<file path="config.mk">
export PLATFORM = sky130hd
export DESIGN_NAME = fifo_queue_with_indexed_peek
export DESIGN_NICKNAME = d
export VERILOG_FILES = /design/src/hdl/fqip_pkg.sv /design/src/hdl/fifo_queue_with_indexed_peek.sv
export SDC_FILE = /design/constraint.sdc
export NUM_CORES = 1
export LEC_CHECK = 0
export BUFFER_PORTS_ARGS = -buffer_cell sky130_fd_sc_hd__buf_2
export CORE_ASPECT_RATIO = 0.6
export CORE_MARGIN = 2
export CORE_UTILIZATION = 60
export DETAILED_ROUTE_END_ITERATION = 8
export PLACE_DENSITY = 0.78
export SLEW_MARGIN = 20
export SYNTH_ARGS = -nofsm -noshare
export SYNTH_HDL_FRONTEND = slang
export SYNTH_SLANG_ARGS = --single-unit
</file>
<file path="constraint.sdc">
create_clock -name clk_i -period 4.6 [get_ports clk_i]
set_input_delay 0.23 -clock clk_i [delete_from_list [all_inputs] [get_ports clk_i]]
set_output_delay 0.23 -clock clk_i [all_outputs]
set_load 0.01 [all_outputs]
</file>
<file path="src/hdl/fqip_pkg.sv">
package fqip_pkg;

  localparam int unsigned Depth     = 16;
  localparam int unsigned DataWidth = 32;
  localparam int unsigned IdxWidth  = (Depth > 1) ? $clog2(Depth) : 1;
  localparam int unsigned CntWidth  = $clog2(Depth + 1);

  typedef enum logic [2:0] {
    CMD_APPEND    = 3'd0,
    CMD_REMOVE    = 3'd1,
    CMD_GET_FIRST = 3'd2,
    CMD_GET_LAST  = 3'd3,
    CMD_GET_AT    = 3'd4,
    CMD_SIZE_DUMP = 3'd5
  } cmd_e;

  typedef enum logic [2:0] {
    STAT_OK         = 3'd0,
    STAT_EMPTY      = 3'd1,
    STAT_INVALID    = 3'd2,
    STAT_FULL       = 3'd3,
    STAT_EMPTY_DUMP = 3'd4
  } status_e;

  typedef enum logic {
    FSM_IDLE,
    FSM_DUMP
  } state_e;

  typedef logic [IdxWidth-1:0] idx_t;
  typedef logic [CntWidth-1:0] cnt_t;

  // Ring buffer index arithmetic: (base + off) mod Depth, both below Depth.
  function automatic idx_t wrap_add(idx_t base, idx_t off);
    logic [IdxWidth:0] sum;
    sum = {1'b0, base} + {1'b0, off};
    if (sum >= (IdxWidth + 1)'(Depth)) begin
      sum = sum - (IdxWidth + 1)'(Depth);
    end
    return sum[IdxWidth-1:0];
  endfunction

endpackage

</file>
<file path="src/hdl/fifo_queue_with_indexed_peek.sv">
// A command is taken only while the block is idle, and its result beat appears in the cycle after.
// Single-result commands may be issued back to back, one per cycle.
// A dump of N elements gives N beats on consecutive cycles, one element store read each,
// and holds busy_o high while the beats after the first are read.
// Reset empties the queue; the element store itself is not cleared.
// Result beats last one cycle each and the receiver cannot stall them.
module fifo_queue_with_indexed_peek (
  input  logic               clk_i,
  input  logic               rst_ni,
  input  logic               start_i,
  output logic               busy_o,
  input  logic [2:0]         cmd_i,
  input  logic signed [31:0] value_i,
  input  logic [15:0]        position_i,
  input  logic               dump_i,
  output logic               valid_o,
  output logic signed [31:0] data_o,
  output logic [6:0]         count_o,
  output logic [2:0]         status_o,
  output logic               last_o
);

  logic signed [fqip_pkg::DataWidth-1:0] mem [fqip_pkg::Depth];
  logic signed [fqip_pkg::DataWidth-1:0] rdata_q;

  fqip_pkg::state_e  state_q, state_d;
  fqip_pkg::idx_t    head_q, head_d;
  fqip_pkg::cnt_t    cnt_q, cnt_d;
  fqip_pkg::idx_t    dslot_q, dslot_d;
  fqip_pkg::idx_t    doff_q, doff_d;
  logic              valid_q, valid_d;
  logic              last_q, last_d;
  logic              rsel_q, rsel_d;
  fqip_pkg::status_e status_q, status_d;

  logic                                 mem_we;
  logic                                 mem_re;
  fqip_pkg::idx_t                       mem_waddr;
  fqip_pkg::idx_t                       mem_raddr;
  logic signed [fqip_pkg::DataWidth-1:0] mem_wdata;

  always_comb begin
    state_d   = state_q;
    head_d    = head_q;
    cnt_d     = cnt_q;
    dslot_d   = dslot_q;
    doff_d    = doff_q;
    valid_d   = 1'b0;
    last_d    = 1'b1;
    rsel_d    = 1'b0;
    status_d  = fqip_pkg::STAT_OK;
    mem_we    = 1'b0;
    mem_re    = 1'b0;
    mem_waddr = head_q;
    mem_raddr = head_q;
    mem_wdata = fqip_pkg::DataWidth'(value_i);

    unique case (state_q)
      fqip_pkg::FSM_IDLE: begin
        if (start_i) begin
          valid_d = 1'b1;
          unique case (cmd_i)
            fqip_pkg::CMD_APPEND: begin
              if (cnt_q == fqip_pkg::CntWidth'(fqip_pkg::Depth)) begin
                status_d = fqip_pkg::STAT_FULL;
              end else begin
                mem_we    = 1'b1;
                mem_waddr = fqip_pkg::wrap_add(head_q, fqip_pkg::IdxWidth'(cnt_q));
                cnt_d     = cnt_q + 1'b1;
              end
            end
            fqip_pkg::CMD_REMOVE: begin
              if (cnt_q == '0) begin
                status_d = fqip_pkg::STAT_EMPTY;
              end else begin
                mem_re = 1'b1;
                rsel_d = 1'b1;
                head_d = fqip_pkg::wrap_add(head_q, fqip_pkg::IdxWidth'(1));
                cnt_d  = cnt_q - 1'b1;
              end
            end
            fqip_pkg::CMD_GET_FIRST: begin
              if (cnt_q == '0) begin
                status_d = fqip_pkg::STAT_EMPTY;
              end else begin
                mem_re = 1'b1;
                rsel_d = 1'b1;
              end
            end
            fqip_pkg::CMD_GET_LAST: begin
              if (cnt_q == '0) begin
                status_d = fqip_pkg::STAT_EMPTY;
              end else begin
                mem_re    = 1'b1;
                rsel_d    = 1'b1;
                mem_raddr = fqip_pkg::wrap_add(head_q,
                                               fqip_pkg::IdxWidth'(cnt_q - 1'b1));
              end
            end
            fqip_pkg::CMD_GET_AT: begin
              if (position_i >= 16'(cnt_q)) begin
                status_d = fqip_pkg::STAT_INVALID;
              end else begin
                mem_re    = 1'b1;
                rsel_d    = 1'b1;
                mem_raddr = fqip_pkg::wrap_add(head_q,
                                               fqip_pkg::IdxWidth'(position_i));
              end
            end
            fqip_pkg::CMD_SIZE_DUMP: begin
              if (dump_i) begin
                if (cnt_q == '0) begin
                  status_d = fqip_pkg::STAT_EMPTY_DUMP;
                end else begin
                  mem_re = 1'b1;
                  rsel_d = 1'b1;
                  last_d = (cnt_q == fqip_pkg::CntWidth'(1));
                  if (cnt_q != fqip_pkg::CntWidth'(1)) begin
                    state_d = fqip_pkg::FSM_DUMP;
                    dslot_d = fqip_pkg::wrap_add(head_q, fqip_pkg::IdxWidth'(1));
                    doff_d  = fqip_pkg::IdxWidth'(1);
                  end
                end
              end
            end
            default: begin
              status_d = fqip_pkg::STAT_INVALID;
            end
          endcase
        end
      end
      fqip_pkg::FSM_DUMP: begin
        valid_d   = 1'b1;
        mem_re    = 1'b1;
        rsel_d    = 1'b1;
        mem_raddr = dslot_q;
        last_d    = (doff_q == fqip_pkg::IdxWidth'(cnt_q - 1'b1));
        dslot_d   = fqip_pkg::wrap_add(dslot_q, fqip_pkg::IdxWidth'(1));
        doff_d    = doff_q + 1'b1;
        if (last_d) begin
          state_d = fqip_pkg::FSM_IDLE;
        end
      end
      default: begin
        state_d = fqip_pkg::FSM_IDLE;
      end
    endcase
  end

  always_ff @(posedge clk_i or negedge rst_ni) begin
    if (!rst_ni) begin
      state_q  <= fqip_pkg::FSM_IDLE;
      head_q   <= '0;
      cnt_q    <= '0;
      dslot_q  <= '0;
      doff_q   <= '0;
      valid_q  <= 1'b0;
      last_q   <= 1'b0;
      rsel_q   <= 1'b0;
      status_q <= fqip_pkg::STAT_OK;
    end else begin
      state_q  <= state_d;
      head_q   <= head_d;
      cnt_q    <= cnt_d;
      dslot_q  <= dslot_d;
      doff_q   <= doff_d;
      valid_q  <= valid_d;
      last_q   <= last_d;
      rsel_q   <= rsel_d;
      status_q <= status_d;
    end
  end

  always_ff @(posedge clk_i) begin
    if (mem_we) begin
      mem[mem_waddr] <= mem_wdata;
    end
    if (mem_re) begin
      rdata_q <= mem[mem_raddr];
    end
  end

  assign busy_o   = (state_q == fqip_pkg::FSM_DUMP);
  assign valid_o  = valid_q;
  assign data_o   = rsel_q ? 32'(rdata_q) : '0;
  assign count_o  = 7'(cnt_q);
  assign status_o = status_q;
  assign last_o   = last_q;

  // Each accepted command yields a beat on the next cycle.
  a_beat_follows_cmd: assert property (@(posedge clk_i) disable iff (!rst_ni)
    (start_i && !busy_o) |=> valid_o)
    else $error("accepted command produced no result beat");

  // A dump in progress emits a beat every cycle.
  a_dump_streams: assert property (@(posedge clk_i) disable iff (!rst_ni)
    busy_o |=> valid_o)
    else $error("dump stalled without a beat");

  // The final beat of a command leaves the block ready for the next one.
  a_last_frees: assert property (@(posedge clk_i) disable iff (!rst_ni)
    (valid_o && last_o) |-> !busy_o)
    else $error("busy after final beat");

  a_cnt_bound: assert property (@(posedge clk_i) disable iff (!rst_ni)
    cnt_q <= fqip_pkg::CntWidth'(fqip_pkg::Depth))
    else $error("element count above depth");

  a_err_zero: assert property (@(posedge clk_i) disable iff (!rst_ni)
    (valid_o && status_o != fqip_pkg::STAT_OK) |-> (data_o == '0))
    else $error("nonzero data on error beat");

endmodule
</file>
After elaboration in Yosys (flattened, before gate mapping). Memory sizes are Yosys's and may differ from the RTL's. A register that Yosys moved wholly into a read port is not among the register bits. Cells that the tools add are included.

Muxes and demuxes: 64. Bitwise operators: 2. Magnitude comparators: 6. Eq/ne operators: 16. Reductions and logical operators: 7. $add $sub $neg: 13.

Operator list (count): 2-to-1 mux 4 bit (22); 2-to-1 mux 32 bit (1); case mux 4 bit (2 select lines) (4); greater-or-equal comparator 5 bit (second input constant) (5); 2-to-1 mux 1 bit (22); subtractor 4 x 1 -> 4 bit (second input constant) (5); greater-or-equal comparator 16 x 5 -> 1 bit (1); adder 4 x 4 -> 5 bit (3); 2-to-1 mux 3 bit (4); != test 2 bit (second input constant) (6); case mux 3 bit (4 select lines) (1); adder 4 x 1 -> 5 bit (second input constant) (2); 2-to-1 mux 5 bit (2); case mux 5 bit (2 select lines) (1); AND reduction 5 bit (2); case mux 1 bit (2 select lines) (4); == test 3 x 2 -> 1 bit (second input constant) (2); == test 3 bit (second input constant) (2); adder 5 x 1 -> 5 bit (second input constant) (1); == test 5 x 1 -> 1 bit (second input constant) (1); == test 5 bit (second input constant) (1); logical NOT 5 bit (1); != test 5 x 1 -> 1 bit (second input constant) (1); subtractor 5 x 1 -> 5 bit (second input constant) (1); other kinds (11) (13).

Bits of input ports: 55. Memories: 1. Output and inout bits: 45. Word-level logic and storage cells: 118. RAM bits: 512. Flip-flop bits (word level): 24.

Memory list: mem (words 16, bits a word 32, rd ports 1, clocked after memory_dff 1, wr ports 1, RTL line fifo_queue_with_indexed_peek.sv:23) `logic signed [fqip_pkg::DataWidth-1:0] mem [fqip_pkg::Depth];`.

Depth between registers and ports, before layout. Gate-level depths: netlist of the first run.

Depth in word-level cells: 9. Mapped depth: 16. Depth with buffers taken out: 14.

Worst setup path after synthesis of the first run. No wires, ideal clock.

Path kind: register to register. From: reg cnt_q[0]. To: mem mem[12][0] in the netlist's numbering (enable). Data arrival time: 3204 ps. Required time: 4179 ps. Period minus slack after synthesis: 3625 ps. Buffers on the path: 0. Slack: 975 ps. Setup time: 421 ps. Cell stages (with the launch flop): 9. Cell sequence: dfrtp_1 > inv_1 > ha_1 > nand2_1 > o2111a_1 > nand2_1 > xor2_1 > or2_2 > nor2_1.

Longest elaborated chain between the ends: 7. Elaborated cells between the ends (all ways): 15. Those cells by class: add/sub (2); order compare (1); eq/ne (1); mux (11).

RTL lines: start, declared (RTL line fifo_queue_with_indexed_peek.sv:28) `fqip_pkg::cnt_t cnt_q, cnt_d;`; start signal, assigned (RTL line fifo_queue_with_indexed_peek.sv:164) `cnt_q <= cnt_d;`; adder 4 x 4 -> 5 bit / == test 5 bit (equally long branches) (RTL line fqip_pkg.sv:36, fifo_queue_with_indexed_peek.sv:64); subtractor 4 x 1 -> 4 bit, or another cell as far along (RTL line fqip_pkg.sv:38) `sum = sum - (IdxWidth + 1)'(Depth);`; 2-to-1 mux 4 bit / 2-to-1 mux 1 bit (equally long branches) (RTL line fqip_pkg.sv:37, fifo_queue_with_indexed_peek.sv:62); 2-to-1 mux 4 bit / 2-to-1 mux 1 bit (equally long branches) (RTL line fifo_queue_with_indexed_peek.sv:64, fifo_queue_with_indexed_peek.sv:60); 2-to-1 mux 4 bit / 2-to-1 mux 1 bit (equally long branches) (RTL line fifo_queue_with_indexed_peek.sv:62, fifo_queue_with_indexed_peek.sv:58); 2-to-1 mux 4 bit / 2-to-1 mux 1 bit (equally long branches) (RTL line fifo_queue_with_indexed_peek.sv:60, fifo_queue_with_indexed_peek.sv:175); 2-to-1 mux 4 bit / 2-to-1 mux 1 bit (equally long branches) (RTL line fifo_queue_with_indexed_peek.sv:58, fifo_queue_with_indexed_peek.sv:176); end, declared (RTL line fifo_queue_with_indexed_peek.sv:23).

Parallel ways exist; a longest one is shown, timed or not.

Worst setup path in the final report of the first run.
From: reg cnt_q[2]. To: reg rdata_q[15] in the netlist's numbering, read port of mem (data pin).

Longest elaborated chain between the ends: 8. Elaborated cells between the ends (all ways): 18. Those cells by class: add/sub (3); order compare (2); mux (12); reduce/logical (1).

RTL lines: subtractor 5 x 1 -> 5 bit (RTL line fifo_queue_with_indexed_peek.sv:97) `fqip_pkg::IdxWidth'(cnt_q - 1'b1));`; adder 4 x 4 -> 5 bit (RTL line fqip_pkg.sv:36) `sum = {1'b0, base} + {1'b0, off};`; subtractor 4 x 1 -> 4 bit / greater-or-equal comparator 5 bit (equally long branches) (RTL line fqip_pkg.sv:38, fqip_pkg.sv:37); 2-to-1 mux 4 bit (RTL line fqip_pkg.sv:37) `if (sum >= (IdxWidth + 1)'(Depth)) begin`; 2-to-1 mux 4 bit (RTL line fifo_queue_with_indexed_peek.sv:91) `if (cnt_q == '0) begin`; case mux 4 bit (2 select lines) (RTL line fifo_queue_with_indexed_peek.sv:62) `unique case (cmd_i)`; 2-to-1 mux 4 bit (RTL line fifo_queue_with_indexed_peek.sv:60) `if (start_i) begin`; case mux 4 bit (2 select lines) (RTL line fifo_queue_with_indexed_peek.sv:58) `unique case (state_q)`; end, declared (RTL line fifo_queue_with_indexed_peek.sv:24) `logic signed [fqip_pkg::DataWidth-1:0] rdata_q;`.

Parallel ways exist; a longest one is shown, timed or not. A chain may end at the register's enable or synchronous reset.

==> impl_results.md, run 1 <==
* Status: finished, final reports clean
* Post-Route WL at 50,900 microns
* Vias at 12.2k
* Post-synthesis adder-cell area fraction at 1.40%
* Reg power frac at 38.7%
* Area Overhead vs Synth at 12.9%
* Row count at 55
* Placed insts at 1,870
* Final count of hold timing violations at 0
* FILL cells at 2,394
* Ranking of synthesized cells by area: edfxtp_1 71%, mux4_2 6.2%, mux2_2 3.1%, mux2i_1 3.0%, dfrtp_1 2.6%
* Internal Power at 11.1 mW
* Area of the multi-input gates at 0.00581 sq mm
* Critical path class: register to register
* Layout cell share with drive strength beyond 1 at 25.1%
* Core Region at 0.0378 sq mm
* Synth top area share at 70.8%
* Setup_tns at 0 ps
* Critical path required time at 4890 ps
* Leakage power at 8.86 nW
* Vias in the first global route at 12.2k
* Wirelength per Cell at 26.0 microns
* Full die area at 0.0401 sq mm
* Ys flop type: edfxtp_1
* CP endpoint kind: register
* Hold Path Class: input port to register
* Reg area at 0.0169 sq mm
* NumNets Final at 1,490
* Max-Cap Viols at 0
* I/O pin count at 100
* Crit path DAT at 4530 ps
* Iter 0 DRT Violations at 1,380
* Finished Cell Area at 0.0260 sq mm
* Post-CTS Setup Bufs at 0
* Placed cell area at 0.0244 sq mm
* Max Clk Rate at 0.236 GHz
* Post-Synthesis Cells at 1,292
* Initial antenna violation count at 4
* Global Route Usage Sum at 25.9%
* Total gr overflow at 0
* DP HPWL at 28,100 microns
* Minimum clock period at 4240 ps
* Most numerous cell in the Yosys netlist: edfxtp_1
* Clk pwr share at 25.2%
* Die Height at 156 microns
* Switching power at 5.29 mW
* Post-synthesis mux area share at 12.2%
* RSZ-0062 raised after global routing: false
* Synth warn at 0
* Number of vias per cell at 6.24
* Simple logic cell fraction of the synthesized area at 4.84%
* CTS Sinks at 568
* Post-synthesis compound-gate area fraction at 4.94%
* Clock buffer count from CTS at 49
* Tcrit/Tclk final at 92.1%
* Root Driver: clkbuf_16
* Worst skew pair latency at 580 ps
* Synth area leader: edfxtp_1
* CTS H-tree depth at 2
* Number of flops mapped to enable cells by yosys at 544
* Initial DRT Pass Iterations at 5
* Clk slew on worst S/H paths at 70 ps
* Starting Density at 61.0%
* Slew at the pin closest to its max-slew limit at 1050 ps
* Pwr Density at 629 mW/mm^2
* Longest Clk Path Bufs at 3
* Synth Area in XOR/XNOR at 1.06%
* Switching fraction of total power at 32.3%
* IO Port Bufs at 97
* FFs w/ async S/R, synth at 4.23%
* Worst Clk Skew at 33.7 ps
* Synthesized area per cell at 17.8 sq um
* CP Max Fanout at 27
* Combinational Power Share at 36.1%
* GPL Wtd Cong at 0.935
* Routed Antenna Nets at 0
* Peak supply drop at 0.416 mV
* Combinational family with the most area after synthesis: multiplexers
* Global-route wire length before repair at 76,200 microns
* Endpoints failing setup at 0
* DRC Markers at 0
* Die width at 257 microns
* CTS tree: built
* Post-synth top cells: 544 x edfxtp_1, 90 x nand2_1, 68 x mux2i_1
* CP Launch Type: register
* Yosys reg bits at 568
* Max-slew headroom at 29.9%
* Synth cell types at 57
* Final Max Slew Viols at 0
* Sequential area share after synthesis at 73.4%
* Finished Layout Cells at 1,961
* Maximum number of pins on one net before global-route repair at 55
* Cell Area, Synth at 0.0231 sq mm
## final timing paths
check | cells past startpoint | end | from | slack (ps)
worst min-delay path | 1 | mem[11][24] | value_i[24] | 30
worst max-delay path | 13 | rdata_q[15] | cnt_q[2] | 360
worst max register to register | 13 | rdata_q[15] | cnt_q[2] | 360
min in group asynchronous | 2 | cnt_q[1] | rst_ni | 190
max in group asynchronous | 2 | valid_o | rst_ni | 4010
worst min register to register | 1 | doff_q[0] | doff_q[0] | 560
## registers in the layout, summed over array words and instances, names as in the netlist
name,count
doff_q,4
dslot_q,4
busy_o,1
mem,512
rsel_q,1
head_q,4
status_o,3
rdata_q,32
cnt_q,5
valid_o,1
last_o,1
## timing repair
item	CTS	global route
hold endpoints to repair	27	0
gates resized for setup	0	0
hold buffers	3	0
## critical path, stage by stage (launching register included)
cell	delay [ps]
dfrtp_1	630
inv_1	140
ha_1	330
a31oi_1	200
nor2b_1	100
o31ai_4	270
nand3_1	220
o311a_1	370
a2bb2oi_4	170
buf_12	230
buf_12	260
mux4_2	540
a22oi_1	330
nand3_1	140
## kinds of logic (layout without fill, tap and decap cells)
| group | Yosys count | count (layout) |
|---|---|---|
| AOI/OAI and AO/OA | 156 | 156 |
| xor gates and xnor gates | 28 | 28 |
| adders and majority gates | 24 | 24 |
| buffers and inverters | 89 | 241 |
| DFF | 568 | 568 |
| muxes | 195 | 195 |
| other | 1 | 5 |
| and+or+nand+nor | 231 | 231 |
## power by group through the flow
| stage | sequential [mW] | combinational [mW] | clock [mW] |
|---|---|---|---|
| floorplan | 6.36 | 4.29 | 0 |
| global placement | 6.44 | 5.80 | 0 |
| detailed placement | 6.45 | 5.88 | 0 |
| CTS | 6.34 | 5.92 | 4.17 |
| global route | 6.37 | 6.41 | 4.36 |
| finish | 6.35 | 5.91 | 4.13 |
## placed cells by master, fill, tap and decap left out, types with 4 or more instances in the layout
cell,n
buf_2,97
mux4_2,63
xor2_1,12
nor3_1,4
edfxtp_1,544
a22oi_1,32
inv_1,16
clkbuf_16,51
nor4_1,4
clkinv_1,10
mux2_2,63
nand3_1,39
ha_1,21
buf_12,14
xnor2_1,16
a21oi_1,19
clkinv_2,6
dfrtp_1,24
buf_4,26
a21o_1,5
o21ai_0,14
and3_1,4
o211ai_1,63
and2_1,34
nand2_1,89
nor2_4,17
bufinv_16,6
mux2i_1,68
nor2_1,14
nand4_1,5
clkbuf_1,9
## per-stage QoR
step / setup slack, ps / power, mW / hold slack (ps) / util, %
after detailed placement: 530 / 12.3 / 266 / 64.6
after global routing: 175 / 17.1 / 21.1 / 68.9
after CTS: 446 / 16.4 / 12.5 / 68.9
after floorplan: 975 / 10.7 / -65.6 / -
final: 363 / 16.4 / 34.0 / 68.9
after global placement: 595 / 12.2 / 259 / 64.6
## area by class of cell
class / instances / area share [%]
Sequential cell: 568 / 65.1
Multi-Input combinational cell: 636 / 22.3
Clock buffer: 60 / 5.03
Clock inverter: 25 / 1.04
Tap cell: 513 / 2.47
Antenna cell: 3 / 0.0288
Timing Repair Buffer: 140 / 3.81
Inverter: 16 / 0.231
## layer usage
metal	share of wire, %	global-route usage, %	vias to the layer above
li1	-	-	5348
met1	43	39.4	6226
met2	46	39.0	582
met3	9.3	5.41	87
met4	2.0	6.15	2
met5	0.037	0	-
No activity file was read; power rests on OpenSTA's default activity.
==> run 2, diff against run 1 <==
- CORE_ASPECT_RATIO: 0.6 -> 1.1
- CTS_CLUSTER_DIAMETER: default -> 80
==> impl_results.md, run 2 (synthesized netlist as in run 1, its figures left out) <==
* Final count of hold timing violations at 0 (unchanged)
* CP Launch Type: register (unchanged)
* Die Height at 210 microns (was 156 microns)
* Clk slew on worst S/H paths at 60 ps (was 70 ps)
* FF-to-FF Start: cnt_q[1] (was cnt_q[2])
* Slew at the pin closest to its max-slew limit at 900 ps (was 1050 ps)
* Worst Clk Skew at 22.4 ps (was 33.7 ps)
* DP HPWL at 26,900 microns (was 28,100 microns)
* Routed Antenna Nets at 0 (unchanged)
* Hold Path Class: input port to register (unchanged)
* Worst R2R End: rdata_q[25] (was rdata_q[15])
* Largest regs: mem: 512 flops, rdata_q: 32 flops, cnt_q: 5 flops (unchanged)
* Cell Chain, Critical Path: inv_1 > ha_1 > nor2b_1 > o211a_1 > o31ai_4 > nand3_1 > o311a_1 > a2bb2oi_4 > buf_12 > buf_4 > mux4_2 > a22oi_1 > nand3_1 (was inv_1 > ha_1 > a31oi_1 > nor2b_1 > o31ai_4 > nand3_1 > o311a_1 > a2bb2oi_4 > buf_12 > buf_12 > mux4_2 > a22oi_1 > nand3_1)
* Slowest stage cell, crit path: mux4_2 (was dfrtp_1)
* Number of vias per cell at 6.27 (was 6.24)
* Critical path class: register to register (unchanged)
* Longest Clk Path Bufs at 3 (unchanged)
* Endpoints failing setup at 0 (unchanged)
* Clock buffer count from CTS at 53 (was 49)
* Max Clk Rate at 0.245 GHz (was 0.236 GHz)
* Wirelength per Cell at 25.2 microns (was 26.0 microns)
* Critical path required time at 4930 ps (was 4890 ps)
* Final Max Slew Viols at 0 (unchanged)
* Minimum clock period at 4090 ps (was 4240 ps)
* CTS tree: built (unchanged)
* FILL cells at 2,322 (was 2,394)
* Max-Cap Viols at 0 (unchanged)
* Worst R2R Setup Slack at 510 ps (was 360 ps)
* Finished Layout Cells at 1,977 (was 1,961)
* Pwr Total at 16.4 mW (about the same)
* Finished Core Util at 69.1% (was 68.9%)
* Worst skew pair latency at 590 ps (was 580 ps)
* CTS Sinks at 568 (unchanged)
* Min setup slack post-route at 513 ps (was 363 ps)
* Initial antenna violation count at 4 (unchanged)
* Die width at 191 microns (was 257 microns)
* Vias in the first global route at 12.6k (was 12.2k)
* Placed insts at 1,863 (was 1,870)
* Setup_tns at 0 ps (unchanged)
* Full die area at 0.0400 sq mm (was 0.0401 sq mm)
* CP Max Fanout at 27 (unchanged)
* Vias at 12.4k (was 12.2k)
* Core Region at 0.0380 sq mm (was 0.0378 sq mm)
* GPL Wtd Cong at 0.884 (was 0.935)
* Crit path to: rdata_q[25] (was rdata_q[15])
* Top reg by flops: mem (unchanged)
* Initial DRT Pass Iterations at 5 (unchanged)
* Most frequent cells in the layout: 544 x edfxtp_1, 97 x buf_2, 89 x nand2_1 (unchanged)
* Pwr Density at 624 mW/mm^2 (was 629 mW/mm^2)
* Total gr overflow at 0 (unchanged)
* Iter 0 DRT Violations at 1,193 (was 1,380)
* Max-slew headroom at 39.7% (was 29.9%)
* DRC Markers at 0 (unchanged)
* Starting Density at 60.7% (was 61.0%)
* Pre-CTS WS at 489 ps (was 530 ps)
* Worst reg2reg path depth at 13 (unchanged)
* Most common cell after layout, fill and taps aside: edfxtp_1 (unchanged)
* CP startpoint: cnt_q[1] (was cnt_q[2])
* Tcrit/Tclk final at 88.9% (was 92.1%)
* CTS H-tree depth at 2 (unchanged)
* Crit path DAT at 4410 ps (was 4530 ps)
* CP endpoint kind: register (unchanged)
* Global Route Usage Sum at 25.7% (was 25.9%)
* Worst hold slack at 20.9 ps (was 34.0 ps)
* IO Port Bufs at 97 (unchanged)
* Placed cell area at 0.0245 sq mm (was 0.0244 sq mm)
* Peak supply drop at 0.462 mV (was 0.416 mV)
* Layout cell share with drive strength beyond 1 at 25.4% (was 25.1%)
* Status: finished, final reports clean (unchanged)
* Global-route wire length before repair at 75,700 microns (was 76,200 microns)
* Maximum number of pins on one net before global-route repair at 86 (was 55)
* Root Driver: clkbuf_16 (unchanged)
* I/O pin count at 100 (unchanged)
* Post-Route WL at 49,900 microns (was 50,900 microns)
* Max reg flops at 512 (unchanged)
* RSZ-0062 raised after global routing: false (unchanged)
* Crit path top cell by count: nand3_1
* Row count at 75 (was 55)
* CP peak stage delay at 510 ps (was 630 ps)
* Post-CTS Setup Bufs at 0 (unchanged)
* Leakage power at 8.97 nW (was 8.86 nW)
* NumNets Final at 1,511 (was 1,490)
* Finished Cell Area at 0.0263 sq mm (was 0.0260 sq mm)
* Area Overhead vs Synth at 13.9% (was 12.9%)
## run 2: changes by cell type in the layout (fill, tap and decap cells not counted), sizes merged
cell         change
buf              +7
bufinv           -4
clkbuf           +8
clkinv           +9
clkinvlp         -1
diode            -1
dlygate4sd3     +10
inv              +1
## run 2: area by class of cell
| type | count | area (sq um) | area share [%] |
|---|---|---|---|
| sequential | 568 | 16900 | 64.5 |
| multi-input combinational | 636 | 5810 | 22.1 |
| clock buffer | 68 | 1420 | 5.42 |
| timing repair buffer | 157 | 1190 | 4.54 |
| tap | 500 | 626 | 2.38 |
| clock inverter | 30 | 211 | 0.805 |
| inverter | 16 | 60.1 | 0.229 |
| antenna | 2 | 5.00 | 0.0191 |
## run 2: per-layer routing
layer,GRT usage (%),vias to the layer above,share of wire (%)
li1,-,5390,-
met1,35.8,6279,40
met2,42.2,600,50
met3,3.73,129,7.5
met4,8.69,2,3.3
met5,0,-,0.022
## run 2: worst max-delay path, delay by kind of cell (launching register included)
kind,cells,cell delay [ps]
compound gates,5,1380
buf+inv,3,760
mux,1,510
flops,1,440
simple gates,3,430
fa+ha+maj,1,290
## run 2: how the worst min path moves through the flow
stage | slack [ps] | to | startpoint | depth (start not counted)
after floorplan | -70 | busy_o | rst_ni | 0
after global placement | 250 | cnt_q[2] | rst_ni | 1
after detailed placement | 260 | cnt_q[2] | rst_ni | 1
after CTS | 0.2 | mem[7][20] | value_i[20] | 1
after global routing | 10 | mem[8][14] | value_i[14] | 1
final | 20 | mem[4][23] | value_i[23] | 1
## run 2: repair_timing
action | CTS | global route
gates resized for setup | 0 | 0
hold buffers | 13 | 0
hold endpoints to repair | 110 | 0
endpoints found under the setup margin | 0 | 0
## run 2: report_power, final
| part | switching [mW] | internal (mW) |
|---|---|---|
| combinational | 3.24 | 2.68 |
| sequential | 0.245 | 6.11 |
| clock | 1.82 | 2.30 |
==> run 3, diff against run 2 <==
- CELL_PAD_IN_SITES_DETAIL_PLACEMENT: default -> 2
- CELL_PAD_IN_SITES_GLOBAL_PLACEMENT: default -> 2
- CORE_UTILIZATION: 60 -> 47
- PLACE_DENSITY: 0.78 -> default
- PLACE_DENSITY_LB_ADDON: default -> 0.1
- SLEW_MARGIN: 20 -> default
==> impl_results.md, run 3 (synthesized netlist as in run 1, its figures left out) <==
* Vias at 12.8k (was 12.4k)
* Cell Chain, Critical Path: inv_1 > ha_1 > nor2b_1 > o211a_1 > o31ai_4 > nand3_1 > o311a_1 > a2bb2oi_4 > buf_4 > mux4_2 > a22oi_1 > nand3_1 (was inv_1 > ha_1 > nor2b_1 > o211a_1 > o31ai_4 > nand3_1 > o311a_1 > a2bb2oi_4 > buf_12 > buf_4 > mux4_2 > a22oi_1 > nand3_1)
* Max Clk Rate at 0.232 GHz (was 0.245 GHz)
* Initial DRT Pass Iterations at 5 (unchanged)
* Iter 0 DRT Violations at 1,063 (was 1,193)
* Endpoints failing setup at 0 (unchanged)
* CP peak stage delay at 550 ps (was 510 ps)
* DP HPWL at 38,000 microns (was 26,900 microns)
* CP endpoint kind: register (unchanged)
* I/O pin count at 100 (unchanged)
* IO Port Bufs at 97 (unchanged)
* Row count at 85 (was 75)
* Vias in the first global route at 14.3k (was 12.6k)
* Final Max Slew Viols at 0 (unchanged)
* Starting Density at 47.3% (was 60.7%)
* Final count of hold timing violations at 0 (unchanged)
* Layout cell share with drive strength beyond 1 at 25.0% (was 25.4%)
* Crit path DAT at 4660 ps (was 4410 ps)
* Longest Clk Path Bufs at 3 (unchanged)
* Crit path top cell by count: nand3_1 (unchanged)
* Number of vias per cell at 5.94 (was 6.27)
* NumNets Final at 1,534 (was 1,511)
* Pwr Density at 642 mW/mm^2 (was 624 mW/mm^2)
* Core Region at 0.0487 sq mm (was 0.0380 sq mm)
* Max-slew headroom at 29.0% (was 39.7%)
* Finished Layout Cells at 2,150 (was 1,977)
* Full die area at 0.0509 sq mm (was 0.0400 sq mm)
* Routed Antenna Nets at 0 (unchanged)
* Maximum number of pins on one net before global-route repair at 55 (was 86)
* Peak supply drop at 0.347 mV (was 0.462 mV)
* Leakage power at 9.07 nW (was 8.97 nW)
* Worst skew pair latency at 630 ps (was 590 ps)
* Placed insts at 2,019 (was 1,863)
* CP Max Fanout at 15 (was 27)
* Area Overhead vs Synth at 15.7% (was 13.9%)
* Clock buffer count from CTS at 58 (was 53)
* Post-cts sizing count at 0 (unchanged)
* Area of the multi-input gates at 0.00581 sq mm (unchanged)
* Max-Cap Viols at 0 (unchanged)
* Hold Path Class: input port to register (unchanged)
* FILL cells at 4,324 (was 2,322)
* ANT cells at 0 (was 2)
* Slowest stage cell, crit path: mux4_2 (unchanged)
* Most common cell after layout, fill and taps aside: edfxtp_1 (unchanged)
* Setup_tns at 0 ps (unchanged)
* Post-Route WL at 68,500 microns (was 49,900 microns)
* Tcrit/Tclk final at 93.6% (was 88.9%)
* Worst Clk Skew at 24.3 ps (was 22.4 ps)
* GPL Wtd Cong at 0.759 (was 0.884)
* Minimum clock period at 4310 ps (was 4090 ps)
* Reg area at 0.0169 sq mm (unchanged)
* Top reg by flops: mem (unchanged)
* Die Height at 236 microns (was 210 microns)
* CTS H-tree depth at 2 (unchanged)
* CTS Sinks at 568 (unchanged)
* Delay-heaviest family, CP: compound AO/OA/AOI/OAI gates (unchanged)
* Status: finished, final reports clean (unchanged)
* Die width at 215 microns (was 191 microns)
* Global Route Usage Sum at 27.5% (was 25.7%)
* Clk slew on worst S/H paths at 60 ps (about the same)
* Wirelength per Cell at 31.8 microns (was 25.2 microns)
* CP Launch Type: register (unchanged)
* Total gr overflow at 0 (unchanged)
* Worst path bufs/invs at 2 (was 3)
* Critical path required time at 4950 ps (was 4930 ps)
* CTS tree: built (unchanged)
* Critical path class: register to register (unchanged)
* Root Driver: clkbuf_16 (unchanged)
* RSZ-0062 raised after global routing: false (unchanged)
* Max reg flops at 512 (unchanged)
* Initial antenna violation count at 2 (was 4)
* Slew at the pin closest to its max-slew limit at 1060 ps (was 900 ps)
* DRC Markers at 0 (unchanged)
* Most frequent cells in the layout: 544 x edfxtp_1, 97 x buf_2, 89 x nand2_1 (unchanged)
* Global-route wire length before repair at 100,000 microns (was 75,700 microns)
* Largest regs: mem: 512 flops, rdata_q: 32 flops, cnt_q: 5 flops (unchanged)
==> run 3: cell types whose count changed in the layout (fill, tap and decap cells not counted), moves of 3 or more <==
cell,change
clkinv_2,-4
clkbuf_16,+4
buf_4,+6
buf_12,-3
clkbuf_1,+5
clkinv_1,+3
dlygate4sd3_1,+15
==> run 3: per-layer routing <==
metal / global-route usage, % / vias up / part of all wire [%]
met5: 0 / - / 0.034
met4: 8.53 / 4 / 3.0
met3: 4.14 / 131 / 5.7
met2: 48.0 / 461 / 52
met1: 35.4 / 6745 / 40
li1: - / 5437 / -
==> run 3: final cells by class <==
type                            instances  area share [%]
Clock inverter                         25           0.629
Clock buffer                           78            5.84
Inverter                               16           0.225
Sequential cell                       568            63.5
Multi-Input combinational cell        636            21.8
Timing Repair Buffer                  175            4.98
Tap cell                              652            3.06
==> run 3: per-stage QoR <==
stage                     setup slack [ps]  hold slack (ps)  instance area [sq um]  util, %  power (mW)
final                                  292             18.9                  26700     54.8        17.1
after global routing                  67.4             21.3                  26700     54.8        17.9
after CTS                              262            0.569                  26700     54.8        17.3
after detailed placement               294              292                  24700     50.6        12.8
after global placement                 488              282                  24700     50.6        12.4
after floorplan                        975            -65.6                  23100        -        10.7
==> run 3: path summary, 6_finish.rpt <==
kind	start	to	slack, ps	cells past startpoint
setup / recovery	cnt_q[1]	rdata_q[24]	290	12
hold / removal	value_i[23]	mem[8][23]	20	1
setup reg to reg	cnt_q[1]	rdata_q[24]	290	12
hold reg to reg	doff_q[0]	doff_q[0]	580	1
max in group asynchronous	rst_ni	rsel_q	3990	2
min in group asynchronous	rst_ni	cnt_q[3]	180	2
==> run 3: where the power goes <==
group | leakage [nW] | switching, mW | internal, mW
logic | 3.03 | 3.61 | 2.70
registers | 5.21 | 0.248 | 6.11
clock network | 0.834 | 2.00 | 2.46
==> run 3: what timing repair did <==
| item | 4_1_cts | 5_1_grt |
|---|---|---|
| hold endpoints to repair | 406 | 0 |
| buffers inserted | 0 | 0 |
| hold buffers | 28 | 0 |
